## config.mk

```make
export PLATFORM = sky130hd
export DESIGN_NAME = config_statement_tokenizer_core
export DESIGN_NICKNAME = d
export VERILOG_FILES = /design/src/hw/rtl/cst_pkg.sv /design/src/hw/rtl/cst_step.sv /design/src/hw/rtl/config_statement_tokenizer_core.sv
export SDC_FILE = /design/constraint.sdc
export NUM_CORES = 1
export LEC_CHECK = 0
export ABC_CLOCK_PERIOD_IN_PS = 25600
export BUFFER_PORTS_ARGS = -buffer_cell sky130_fd_sc_hd__clkbuf_2
export CORE_UTILIZATION = 36
export CTS_CLUSTER_SIZE = 40
export DETAILED_ROUTE_END_ITERATION = 10
export PLACE_DENSITY = 0.65
export SETUP_SLACK_MARGIN = 0.15
export SYNTH_ARGS = -nofsm -noshare
export SYNTH_HDL_FRONTEND = slang
export SYNTH_SLANG_ARGS = --single-unit
```

## constraint.sdc

```tcl
create_clock -name i_clk -period 25.6 [get_ports i_clk]
set_input_delay 5.12 -clock i_clk [delete_from_list [all_inputs] [get_ports i_clk]]
set_output_delay 5.12 -clock i_clk [all_outputs]
set_load 0.005 [all_outputs]
```

## src/hw/rtl/cst_pkg.sv

```systemverilog
// Shared types, character codes and reset values for the configuration statement tokenizer.
package cst_pkg;

    localparam int OFFSET_BITS = 32;
    localparam int LINE_BITS   = 32;
    localparam int WORD_BITS   = 32;
    localparam int CFG_IDX_BITS = 2;

    typedef logic [OFFSET_BITS-1:0] t_offset;
    typedef logic [LINE_BITS-1:0]   t_line;
    typedef logic [WORD_BITS-1:0]   t_word;
    typedef logic [7:0]             t_char;
    typedef logic [CFG_IDX_BITS-1:0] t_cfg_idx;

    localparam t_offset OFFSET_ONE = t_offset'(1);
    localparam t_line   LINE_ONE   = t_line'(1);

    localparam t_char CH_NL     = 8'h0A;
    localparam t_char CH_HASH   = 8'h23;
    localparam t_char CH_SEMI   = 8'h3B;
    localparam t_char CH_EQ     = 8'h3D;
    localparam t_char CH_QUOTE  = 8'h22;
    localparam t_char CH_BSLASH = 8'h5C;
    localparam t_char CH_SPACE  = 8'h20;
    localparam t_char CH_TAB    = 8'h09;
    localparam t_char CH_CR     = 8'h0D;

    localparam t_cfg_idx CFG_BREAK_ON_EQUALS    = 2'd0;
    localparam t_cfg_idx CFG_BREAK_ON_SEMICOLON = 2'd1;
    localparam t_cfg_idx CFG_EQUALS_TIGHT       = 2'd2;

    typedef enum logic [2:0] {
        PH_SKIP,
        PH_DIR,
        PH_AFTER_EQ,
        PH_GAP1,
        PH_GAP2,
        PH_VSTART,
        PH_VALUE
    } t_phase;

    typedef struct packed {
        logic break_on_equals;
        logic break_on_semicolon;
        logic equals_tight;
    } t_cfg;

    typedef struct packed {
        t_offset pos;
        t_line   line_count;
        t_phase  phase;
        logic    in_comment;
        logic    in_quote;
        logic    escape_parity;
        t_offset line_begin;
        t_offset directive_begin;
        t_offset directive_finish;
        t_offset value_begin;
        t_offset value_trim_end;
        t_line   line_number;
        logic    equals_flag;
    } t_scan_state;

    typedef struct packed {
        t_word line_begin;
        t_word directive_begin;
        t_word directive_finish;
        t_word value_begin;
        t_word value_finish;
        t_word terminator_at;
        t_word line_number;
        logic  value_present;
        logic  equals_seen;
    } t_result;

    localparam t_cfg CFG_RESET = '{
        break_on_equals:    1'b0,
        break_on_semicolon: 1'b0,
        equals_tight:       1'b0
    };

    localparam t_scan_state SCAN_RESET = '{
        pos:              '0,
        line_count:       LINE_ONE,
        phase:            PH_SKIP,
        in_comment:       1'b0,
        in_quote:         1'b0,
        escape_parity:    1'b0,
        line_begin:       '0,
        directive_begin:  '0,
        directive_finish: '0,
        value_begin:      '0,
        value_trim_end:   '0,
        line_number:      LINE_ONE,
        equals_flag:      1'b0
    };

    function automatic logic is_blank(t_char c);
        return (c == CH_SPACE) || ((c >= CH_TAB) && (c <= CH_CR));
    endfunction

endpackage

```

## src/hw/rtl/cst_step.sv

```systemverilog
// Per-byte scan step: next scanner state and the statement result for one byte.
module cst_step (
    input  cst_pkg::t_scan_state i_state,
    input  cst_pkg::t_cfg        i_cfg,
    input  cst_pkg::t_char       i_byte,
    input  logic                 i_eot,
    output cst_pkg::t_scan_state o_next,
    output logic                 o_has_result,
    output cst_pkg::t_result     o_result
);

    function automatic cst_pkg::t_result make_result(
        cst_pkg::t_scan_state st,
        cst_pkg::t_offset     vb,
        cst_pkg::t_offset     ve,
        cst_pkg::t_offset     term,
        logic                 present
    );
        cst_pkg::t_result r;
        r.line_begin       = cst_pkg::t_word'(st.line_begin);
        r.directive_begin  = cst_pkg::t_word'(st.directive_begin);
        r.directive_finish = cst_pkg::t_word'(st.directive_finish);
        r.value_begin      = cst_pkg::t_word'(vb);
        r.value_finish     = cst_pkg::t_word'(ve);
        r.terminator_at    = cst_pkg::t_word'(term);
        r.line_number      = cst_pkg::t_word'(st.line_number);
        r.value_present    = present;
        r.equals_seen      = st.equals_flag;
        return r;
    endfunction

    // whitespace / comment / newline handling between statements, and start of a directive
    function automatic cst_pkg::t_scan_state skip_byte(
        cst_pkg::t_scan_state st,
        cst_pkg::t_char       c,
        logic                 semi,
        cst_pkg::t_offset     p1,
        cst_pkg::t_line       lc1
    );
        cst_pkg::t_scan_state r;
        r = st;
        if (c == cst_pkg::CH_HASH) begin
            r.in_comment = 1'b1;
        end else if (c == cst_pkg::CH_NL) begin
            r.in_comment = 1'b0;
            r.line_count = lc1;
            r.line_begin = p1;
        end else if (cst_pkg::is_blank(c) || st.in_comment || semi) begin
            r.in_comment = st.in_comment;
        end else begin
            r.line_number     = st.line_count;
            r.directive_begin = st.pos;
            r.equals_flag     = 1'b0;
            r.phase           = cst_pkg::PH_DIR;
        end
        return r;
    endfunction

    cst_pkg::t_scan_state s;
    cst_pkg::t_result     res;
    cst_pkg::t_offset     p;
    cst_pkg::t_offset     p1;
    cst_pkg::t_line       lc1;
    logic                 hit;
    logic                 go;
    logic                 blk;
    logic                 nl;
    logic                 hash;
    logic                 semi;
    logic                 eq;
    logic                 quote;
    logic                 stop;

    always_comb begin
        s     = i_state;
        p     = i_state.pos;
        p1    = i_state.pos + cst_pkg::OFFSET_ONE;
        lc1   = i_state.line_count + cst_pkg::LINE_ONE;
        blk   = cst_pkg::is_blank(i_byte);
        nl    = (i_byte == cst_pkg::CH_NL);
        hash  = (i_byte == cst_pkg::CH_HASH);
        semi  = i_cfg.break_on_semicolon && (i_byte == cst_pkg::CH_SEMI);
        eq    = (i_byte == cst_pkg::CH_EQ);
        quote = (i_byte == cst_pkg::CH_QUOTE);
        hit   = 1'b0;
        go    = 1'b1;
        stop  = 1'b0;
        res   = '0;

        if (s.phase == cst_pkg::PH_SKIP) begin
            s  = skip_byte(s, i_byte, semi, p1, lc1);
            go = (s.phase == cst_pkg::PH_DIR);
        end

        if (go && s.phase == cst_pkg::PH_DIR) begin
            if (blk || semi) begin
                s.directive_finish = p;
                s.phase            = cst_pkg::PH_GAP1;
            end else if (i_cfg.break_on_equals && eq) begin
                s.equals_flag      = 1'b1;
                s.directive_finish = p;
                s.phase            = cst_pkg::PH_AFTER_EQ;
                go                 = 1'b0;
            end else begin
                go = 1'b0;
            end
        end

        if (go && s.phase == cst_pkg::PH_AFTER_EQ) begin
            if (i_cfg.equals_tight && blk && !nl) begin
                res          = make_result(s, p, p, p, 1'b0);
                hit          = 1'b1;
                s.phase      = cst_pkg::PH_SKIP;
                s.in_comment = 1'b0;
                s.line_begin = p;
            end else begin
                s.phase = cst_pkg::PH_GAP1;
            end
        end

        if (go && s.phase == cst_pkg::PH_GAP1) begin
            if (blk && !nl) begin
                go = 1'b0;
            end else if (i_cfg.break_on_equals && !i_cfg.equals_tight && eq) begin
                s.equals_flag = 1'b1;
                s.phase       = cst_pkg::PH_GAP2;
                go            = 1'b0;
            end else begin
                s.phase = cst_pkg::PH_VSTART;
            end
        end

        if (go && s.phase == cst_pkg::PH_GAP2) begin
            if (!(blk && !nl)) begin
                s.phase = cst_pkg::PH_VSTART;
            end else begin
                go = 1'b0;
            end
        end

        if (go && s.phase == cst_pkg::PH_VSTART) begin
            if (nl || hash || semi) begin
                res          = make_result(s, p, p, p, 1'b0);
                hit          = 1'b1;
                s.phase      = cst_pkg::PH_SKIP;
                s.in_comment = 1'b0;
                s.line_begin = p;
            end else begin
                s.value_begin    = p;
                s.value_trim_end = p;
                s.in_quote       = 1'b0;
                s.escape_parity  = 1'b0;
                s.phase          = cst_pkg::PH_VALUE;
            end
        end

        if (go && s.phase == cst_pkg::PH_VALUE) begin
            if (quote || hash || nl || semi) begin
                if (s.escape_parity) begin
                    if (nl) begin
                        s.line_count = lc1;
                    end
                end else if (quote) begin
                    s.in_quote = !s.in_quote;
                end else if (nl) begin
                    stop = 1'b1;
                end else if (!s.in_quote) begin
                    stop = 1'b1;
                end
            end
            if (stop) begin
                res          = make_result(s, s.value_begin, s.value_trim_end, p, 1'b1);
                hit          = 1'b1;
                s.phase      = cst_pkg::PH_SKIP;
                s.in_comment = 1'b0;
                s.line_begin = p;
            end else begin
                if (!blk) begin
                    s.value_trim_end = p1;
                end
                s.escape_parity = (i_byte == cst_pkg::CH_BSLASH) ? !s.escape_parity : 1'b0;
                go              = 1'b0;
            end
        end

        // terminator byte is rescanned as skippable text
        if (go && hit && s.phase == cst_pkg::PH_SKIP) begin
            s = skip_byte(s, i_byte, semi, p1, lc1);
        end

        if (i_eot) begin
            if (!hit && s.phase != cst_pkg::PH_SKIP) begin
                if (s.phase == cst_pkg::PH_VALUE) begin
                    res = make_result(s, s.value_begin, s.value_trim_end, p1, 1'b1);
                end else begin
                    if (s.phase == cst_pkg::PH_DIR) begin
                        s.directive_finish = p1;
                    end
                    res = make_result(s, p1, p1, p1, 1'b0);
                end
                hit = 1'b1;
            end
            s = cst_pkg::SCAN_RESET;
        end else begin
            s.pos = p1;
        end

        o_next       = s;
        o_has_result = hit;
        o_result     = res;
    end

endmodule

```

## src/hw/rtl/config_statement_tokenizer_core.sv

```systemverilog
// Top level of the configuration statement tokenizer: state, config registers and result buffer.
//
//  channel   | handshake               | payload
//  ----------+-------------------------+------------------------------------------
//  text in   | i_in_valid / o_in_ready | i_text_byte, i_end_of_text
//  result out| o_out_valid/i_out_ready | o_line_begin .. o_equals_seen
//  config    | i_cfg_we                | i_cfg_index, i_cfg_data
//
// One byte per cycle while o_in_ready is high; the scan step is a single combinational pass
// into the state registers, and each result is registered in the output or skid register.
// Result register plus one skid entry: o_in_ready is registered and drops only when both hold
// results, so a stalled consumer costs no input cycles until the second result.
// Synchronous active-low reset; no clearing pass.
module config_statement_tokenizer_core (
    input  logic                  i_clk,
    input  logic                  i_rst_n,
    input  logic                  i_in_valid,
    output logic                  o_in_ready,
    input  logic [7:0]            i_text_byte,
    input  logic                  i_end_of_text,
    output logic                  o_out_valid,
    input  logic                  i_out_ready,
    output logic [31:0]           o_line_begin,
    output logic [31:0]           o_directive_begin,
    output logic [31:0]           o_directive_finish,
    output logic [31:0]           o_value_begin,
    output logic [31:0]           o_value_finish,
    output logic [31:0]           o_terminator_at,
    output logic [31:0]           o_line_number,
    output logic                  o_value_present,
    output logic                  o_equals_seen,
    input  logic                  i_cfg_we,
    input  cst_pkg::t_cfg_idx     i_cfg_index,
    input  logic                  i_cfg_data
);

    cst_pkg::t_cfg        r_cfg;
    cst_pkg::t_cfg        n_cfg;
    cst_pkg::t_scan_state r_state;
    cst_pkg::t_scan_state step_next;
    logic                 step_hit;
    cst_pkg::t_result     step_res;
    cst_pkg::t_result     r_out;
    cst_pkg::t_result     n_out;
    cst_pkg::t_result     r_skid;
    cst_pkg::t_result     n_skid;
    logic                 r_out_valid;
    logic                 n_out_valid;
    logic                 r_skid_valid;
    logic                 n_skid_valid;
    logic                 in_beat;
    logic                 out_beat;
    logic                 push;

    cst_step u_step (
        .i_state      (r_state),
        .i_cfg        (r_cfg),
        .i_byte       (i_text_byte),
        .i_eot        (i_end_of_text),
        .o_next       (step_next),
        .o_has_result (step_hit),
        .o_result     (step_res)
    );

    assign o_in_ready = !r_skid_valid;
    assign in_beat    = i_in_valid && o_in_ready;
    assign out_beat   = r_out_valid && i_out_ready;
    assign push       = in_beat && step_hit;

    always_comb begin
        n_cfg = r_cfg;
        if (i_cfg_we) begin
            unique case (i_cfg_index)
                cst_pkg::CFG_BREAK_ON_EQUALS:    n_cfg.break_on_equals    = i_cfg_data;
                cst_pkg::CFG_BREAK_ON_SEMICOLON: n_cfg.break_on_semicolon = i_cfg_data;
                cst_pkg::CFG_EQUALS_TIGHT:       n_cfg.equals_tight       = i_cfg_data;
                default:                         n_cfg = r_cfg;
            endcase
        end
    end

    always_comb begin
        n_out        = r_out;
        n_skid       = r_skid;
        n_out_valid  = r_out_valid;
        n_skid_valid = r_skid_valid;
        if (r_skid_valid) begin
            if (out_beat) begin
                n_out        = r_skid;
                n_skid_valid = 1'b0;
            end
        end else if (push) begin
            if (!r_out_valid || out_beat) begin
                n_out       = step_res;
                n_out_valid = 1'b1;
            end else begin
                n_skid       = step_res;
                n_skid_valid = 1'b1;
            end
        end else if (out_beat) begin
            n_out_valid = 1'b0;
        end
    end

    always_ff @(posedge i_clk) begin
        if (!i_rst_n) begin
            r_cfg        <= cst_pkg::CFG_RESET;
            r_state      <= cst_pkg::SCAN_RESET;
            r_out_valid  <= 1'b0;
            r_skid_valid <= 1'b0;
        end else begin
            r_cfg        <= n_cfg;
            r_out_valid  <= n_out_valid;
            r_skid_valid <= n_skid_valid;
            if (in_beat) begin
                r_state <= step_next;
            end
        end
    end

    always_ff @(posedge i_clk) begin
        r_out  <= n_out;
        r_skid <= n_skid;
    end

    assign o_out_valid        = r_out_valid;
    assign o_line_begin       = r_out.line_begin;
    assign o_directive_begin  = r_out.directive_begin;
    assign o_directive_finish = r_out.directive_finish;
    assign o_value_begin      = r_out.value_begin;
    assign o_value_finish     = r_out.value_finish;
    assign o_terminator_at    = r_out.terminator_at;
    assign o_line_number      = r_out.line_number;
    assign o_value_present    = r_out.value_present;
    assign o_equals_seen      = r_out.equals_seen;

endmodule

```

==> results of run 1 <==
==> placed cells by master (no fill, tap or decap), types with 27 or more instances in the layout <==
cell type  synthesis  layout
xnor2_1           36      36
edfxtp_1         452     452
buf_4             11      78
o211ai_1          33      33
a21oi_1          208     208
nor2_1           393     386
a22oi_1          110     109
nand2_1          412     409
dfxtp_1          268     268
a32oi_1           27      27
o21ai_0          132     132
mux2i_1           84      84
clkbuf_2           0     244
clkbuf_16          0      82
o22ai_1           44      44
nand3_1           76      75
o221ai_1          50      50
mux2_2           258     258
nor3_1            28      27
==> flip-flops by register name, indices dropped and copies added (netlist names), 32 cells and up <==
register	count
o_value_begin	32
o_terminator_at	32
o_value_finish	32
r_skid	226
o_directive_finish	32
r_state	263
o_line_begin	32
o_directive_begin	32
o_line_number	32
==> through the flow <==
step | total power [mW] | setup slack [ns] | utilization (%) | cells | instance area, µm²
finish | 2.53 | 14.20 | 41.6 | 4744 | 39500
detailed placement | 1.41 | 13.67 | 38.9 | 4602 | 36900
CTS | 2.55 | 14.29 | 41.6 | 4744 | 39500
global placement | 1.41 | 13.73 | 38.9 | 4601 | 36900
global route | 2.60 | 13.95 | 41.6 | 4744 | 39500
floorplan | 1.37 | 0.389 | - | 3304 | 34500
==> kinds of logic (layout without fill, tap and decap cells) <==
kind of cell	count (synthesis)	after routing	synth area share [%]
compound gates	805	805	15.7
buf+inv	315	490	3.76
simple gates	1066	1066	13.4
flops	720	720	54.9
mux	342	342	10.9
fa+ha+maj	2	2	0.0725
xor+xnor	54	54	1.37
==> report_power, final <==
group | internal (mW) | switching [mW]
clock | 0.657 | 0.483
sequential | 1.25 | 0.0109
combinational | 0.0327 | 0.0938
==> final timing paths <==
path                                           startpoint                     endpoint  slack [ns]  depth (start not counted)
worst max-delay path                       i_text_byte[7]  o_value_begin[19]$_DFFE_PP_       14.20                         15
worst min-delay path            r_state[173]$_SDFFE_PN0P_    r_state[173]$_SDFFE_PN0P_        0.46                          2
worst max register to register      r_cfg[1]$_SDFFE_PN0P_  o_value_begin[19]$_DFFE_PP_       18.92                         15
worst min register to register  r_state[173]$_SDFFE_PN0P_    r_state[173]$_SDFFE_PN0P_        0.46                          2
==> metal layers <==
layer	vias up	share of wire (%)	wire, µm
met5	-	0.026	31
met4	4	4.7	5520
met3	271	8.9	10500
met2	1538	43	50200
met1	13777	44	51000
li1	12442	-	-
==> cell type report <==
cell class / count / area (µm²) / area share [%]
Multi-Input combinational cell: 2269 / 14500 / 36.6
Clock inverter: 36 / 350 / 0.887
Inverter: 23 / 98.8 / 0.250
Clock buffer: 106 / 2200 / 5.57
Sequential cell: 720 / 18900 / 48.0
Tap cell: 1265 / 1580 / 4.01
Timing Repair Buffer: 325 / 1860 / 4.71
==> critical path: stages <==
cell,delay [ns]
clkbuf_2,0.11
or3_1,0.46
nor4_1,0.85
or2_2,0.30
nand2b_1,0.12
a21o_1,0.65
a2111oi_4,0.41
buf_4,0.47
nor2_4,0.07
nand2_1,0.19
nand2_1,0.14
a22oi_2,0.16
buf_4,0.73
buf_4,0.88
buf_4,0.83
==> results_dict.tcl, run 1 <==
set metrics [dict create \
    status "finished clean" \
    ys_seq_area_share_pct 54.9 \
    portBuffers 244 \
    start_util_pct 36.3 \
    path_class "primary input to flop" \
    first_global_vias 25777 \
    synth_area_per_cell_um2 10.4 \
    ir_drop_mv 0.0464 \
    syn_to_final_growth_pct 14.4 \
    yosysMostFrequentCell "edfxtp_1" \
    netlist_area_mm2 0.0345 \
    grtUsageMet1_pct 33.4 \
    drtIter0Drc 3392 \
    wl_per_cell_um 24.7 \
    maxCapViolCount 0 \
    synth_cell_types 88 \
    tns_ns 0 \
    dr.pass1.iters 9 \
    track_usage_pct 23.4 \
    grt_busiest_layer "met2" \
    die_w_um 312 \
    clk_path_buf_depth 3 \
    worst-path-max-fanout 71 \
    clock_skew_ns 0.0330 \
    cts_setup_buffers 0 \
    clock-sinks 720 \
    htreeDepth 3 \
    root_buffer "clkbuf_16" \
    syn_nets 3323 \
    max_freq_mhz 87.7 \
    drive_gt1_share_pct 21.6 \
    start_kind "primary input" \
    postCtsHoldBufs 0 \
    synth-edff-count 452 \
    final_max_slew_viol_count 0 \
    gr-usage-met2_pct 33.9 \
    yosys.area.top_type "edfxtp_1" \
    crit_arrival_ns 11.66 \
    gp_congestion 0.927 \
    nNetsFinal 3435 \
    endpoint_kind "flop" \
    netlist_instances 3304 \
    synth_top_area_share_pct 39.3 \
    cp.required_ns 25.86 \
    grt_max_degree 142 \
    holdWs_ns 0.455 \
    max_slew_margin_pct 2.33 \
    cts_tree "yes" \
    place_hpwl_mm 74.0 \
    yosys_register_bits 720 \
    grt_pass1_wl_mm 173 \
    met3_usage_pct 4.56 \
    hold_viol 0 \
    async_flop_share_pct 0 \
    dieArea_mm2 0.0971 \
    setup_viol 0 \
    via_per_inst 5.91 \
    insertion_delay_ns 0.64 \
    route.vias.total 28032 \
    diodes 0 \
    tightest_slew_ns 1.46 \
    antenna_found_initial 2 \
    synth_area_leaders "edfxtp_1 (39%), dfxtp_1 (16%), mux2_2 (8.4%)" \
    hp-class "flop to flop" \
    fin_crit_sh_pct 44.5 \
    io_pins 245 \
    std_cell_rows 113 \
    nFillCells 9118 \
    rsz0062_at_grt "false" \
    synthFlopType "edfxtp_1" \
    path_clk_slew_ns 0.06 \
    fin_crit_ns 11.40 \
    synth.top_cells.by_count "edfxtp_1 (452), nand2_1 (412), nor2_1 (393)" \
    coreArea_mm2 0.0950 \
    ant_nets 0 \
    synth_warnings 0 \
    cts_resized 0 \
    wl_mm 117 \
    overflow 0 \
    total_leakage_power_nw 13.7 \
    drc 0 \
    die_y_um 312 \
    power_density_mw_per_mm2 64.0 \
    numCtsBuffers 77 \
]
Note: power is estimated with default switching activity, not from simulation.
==> run 2: changes to the inputs <==
Settings changed: ABC_CLOCK_PERIOD_IN_PS 25600 to 10900, PLACE_DENSITY 0.65 to 0.63.
Clock period 25.6 ns to 10.9 ns, I/O delays scaled along.
==> results_dict.tcl, run 2 (same netlist as run 1, synthesis figures left out) <==
set metrics [dict create \
    rsz0062_at_grt "false" \
    cts_resized 0 \
    drive_gt1_share_pct 21.7 \
    clk_path_buf_depth 3 \
    wl_per_cell_um 24.3 \
    crit_arrival_ns 7.09 \
    std_cell_rows 113 \
    coreArea_mm2 0.0950 \
    syn_to_final_growth_pct 14.9 \
    top_register "r_state" \
    grt_pass1_wl_mm 170 \
    total_leakage_power_nw 13.7 \
    fin_crit_sh_pct 62.8 \
    gp_congestion 0.949 \
    clock_skew_ns 0.0384 \
    power_density_mw_per_mm2 153 \
    route.vias.total 27843 \
    nFillCells 9121 \
    track_usage_pct 23.0 \
    start_util_pct 36.3 \
    hold_viol 0 \
    overflow 0 \
    endpoint_kind "flop" \
    die_w_um 312 \
    insertion_delay_ns 0.65 \
    clock-sinks 720 \
    final_max_slew_viol_count 0 \
    root_buffer "clkbuf_16" \
    max_freq_mhz 146 \
    fin_total_pwr_mw 6.05 \
    design_area_mm2 0.0397 \
    place_ws_ns 3.53 \
    portBuffers 244 \
    via_per_inst 5.87 \
    multiInputGateArea_mm2 0.0145 \
    worst-path-max-fanout 143 \
    dr.pass1.iters 6 \
    placed_area_mm2 0.0370 \
    dp_cells 4597 \
    cp.required_ns 11.14 \
    htreeDepth 3 \
    final_cells 4746 \
    start_kind "primary input" \
    final_cell_mix "edfxtp_1 (452), nand2_1 (407), nor2_1 (386), dfxtp_1 (268), mux2_2 (258)" \
    maxCapViolCount 0 \
    fin_ws_ns 4.06 \
    drtIter0Drc 3391 \
    setup_viol 0 \
    drc 0 \
    path_clk_slew_ns 0.06 \
    largest_register_ffs 263 \
    hp-class "flop to flop" \
    wl_mm 115 \
    tns_ns 0 \
    ant_nets 0 \
    cts_tree "yes" \
    status "finished clean" \
    die_y_um 312 \
    tightest_slew_ns 1.19 \
    postCtsHoldBufs 0 \
    grt_max_degree 148 \
    dieArea_mm2 0.0971 \
    fin_crit_ns 6.84 \
    nNetsFinal 3431 \
    antenna_found_initial 2 \
    io_pins 245 \
    place_hpwl_mm 71.8 \
    first_global_vias 25927 \
    layout_commonest_cell "edfxtp_1" \
    ir_drop_mv 0.120 \
    reg_top3 "r_state (263), r_skid (226)" \
    numCtsBuffers 78 \
    max_slew_margin_pct 20.7 \
    seq_area_mm2 0.0189 \
    cts_setup_buffers 0 \
    path_class "primary input to flop" \
]
-- run 2: cell count changes in the layout (fill, tap and decap cells not counted), sizes merged --
cell      previous run  this run
clkinvlp             2         5
clkbuf             350       349
buf                 81        76
inv                 24        25
clkinv              28        24
diode                0         4
bufinv               5         9
-- run 2: layout make-up --
class | instances | share of cell area (%)
well taps | 1265 | 3.99
multi-input cells | 2269 | 36.6
flip-flops and latches | 720 | 47.8
repair buffers | 320 | 4.61
clock inverters | 40 | 1.15
inverters | 23 | 0.249
diodes | 4 | 0.0252
clock buffers | 105 | 5.59
-- run 2: through the flow --
step	hold slack, ns	utilization (%)
floorplan	0.425	-
global placement	0.443	38.9
detailed placement	0.450	38.9
CTS	0.458	41.7
global route	0.474	41.7
finish	0.461	41.7
-- run 2: routing by layer --
| layer | global-route usage (%) | vias up | share of wire, % |
|---|---|---|---|
| li1 | - | 12441 | - |
| met1 | 32.9 | 13762 | 44 |
| met2 | 33.5 | 1394 | 43 |
| met3 | 4.61 | 242 | 8.9 |
| met4 | 9.68 | 4 | 4.2 |
| met5 | 0 | - | 0.023 |
-- run 2: path summary, 6_finish.rpt --
check / depth (start not counted) / slack, ns / endpoint / start
worst max register to register: 10 / 5.68 / o_line_begin[17]$_DFFE_PP_ / r_state[197]$_SDFFE_PN0P_
worst min-delay path: 2 / 0.46 / r_state[173]$_SDFFE_PN0P_ / r_state[173]$_SDFFE_PN0P_
worst max-delay path: 15 / 4.06 / r_skid[120]$_DFFE_PP_ / i_text_byte[7]
worst min register to register: 2 / 0.46 / r_state[173]$_SDFFE_PN0P_ / r_state[173]$_SDFFE_PN0P_
-- run 2: critical path: stages --
cell and delay (ns):
clkbuf_2 0.10, or3_1 0.48, nor4_1 0.77, or2_2 0.30, nand2b_1 0.13, a21o_1 0.17, buf_4 0.25, a2111oi_4 0.23
buf_4 0.43, nor2_4 0.07, nand2_4 0.12, nand2_4 0.07, nor3b_4 0.21, buf_4 0.62, buf_12 0.57
-- run 2: where the power goes --
group          leakage (nW)  switching, mW  internal, mW
clock network          1.30           1.14          1.65
logic                  6.17          0.223        0.0785
registers              6.22         0.0278          2.94
total                  13.7           1.39          4.67
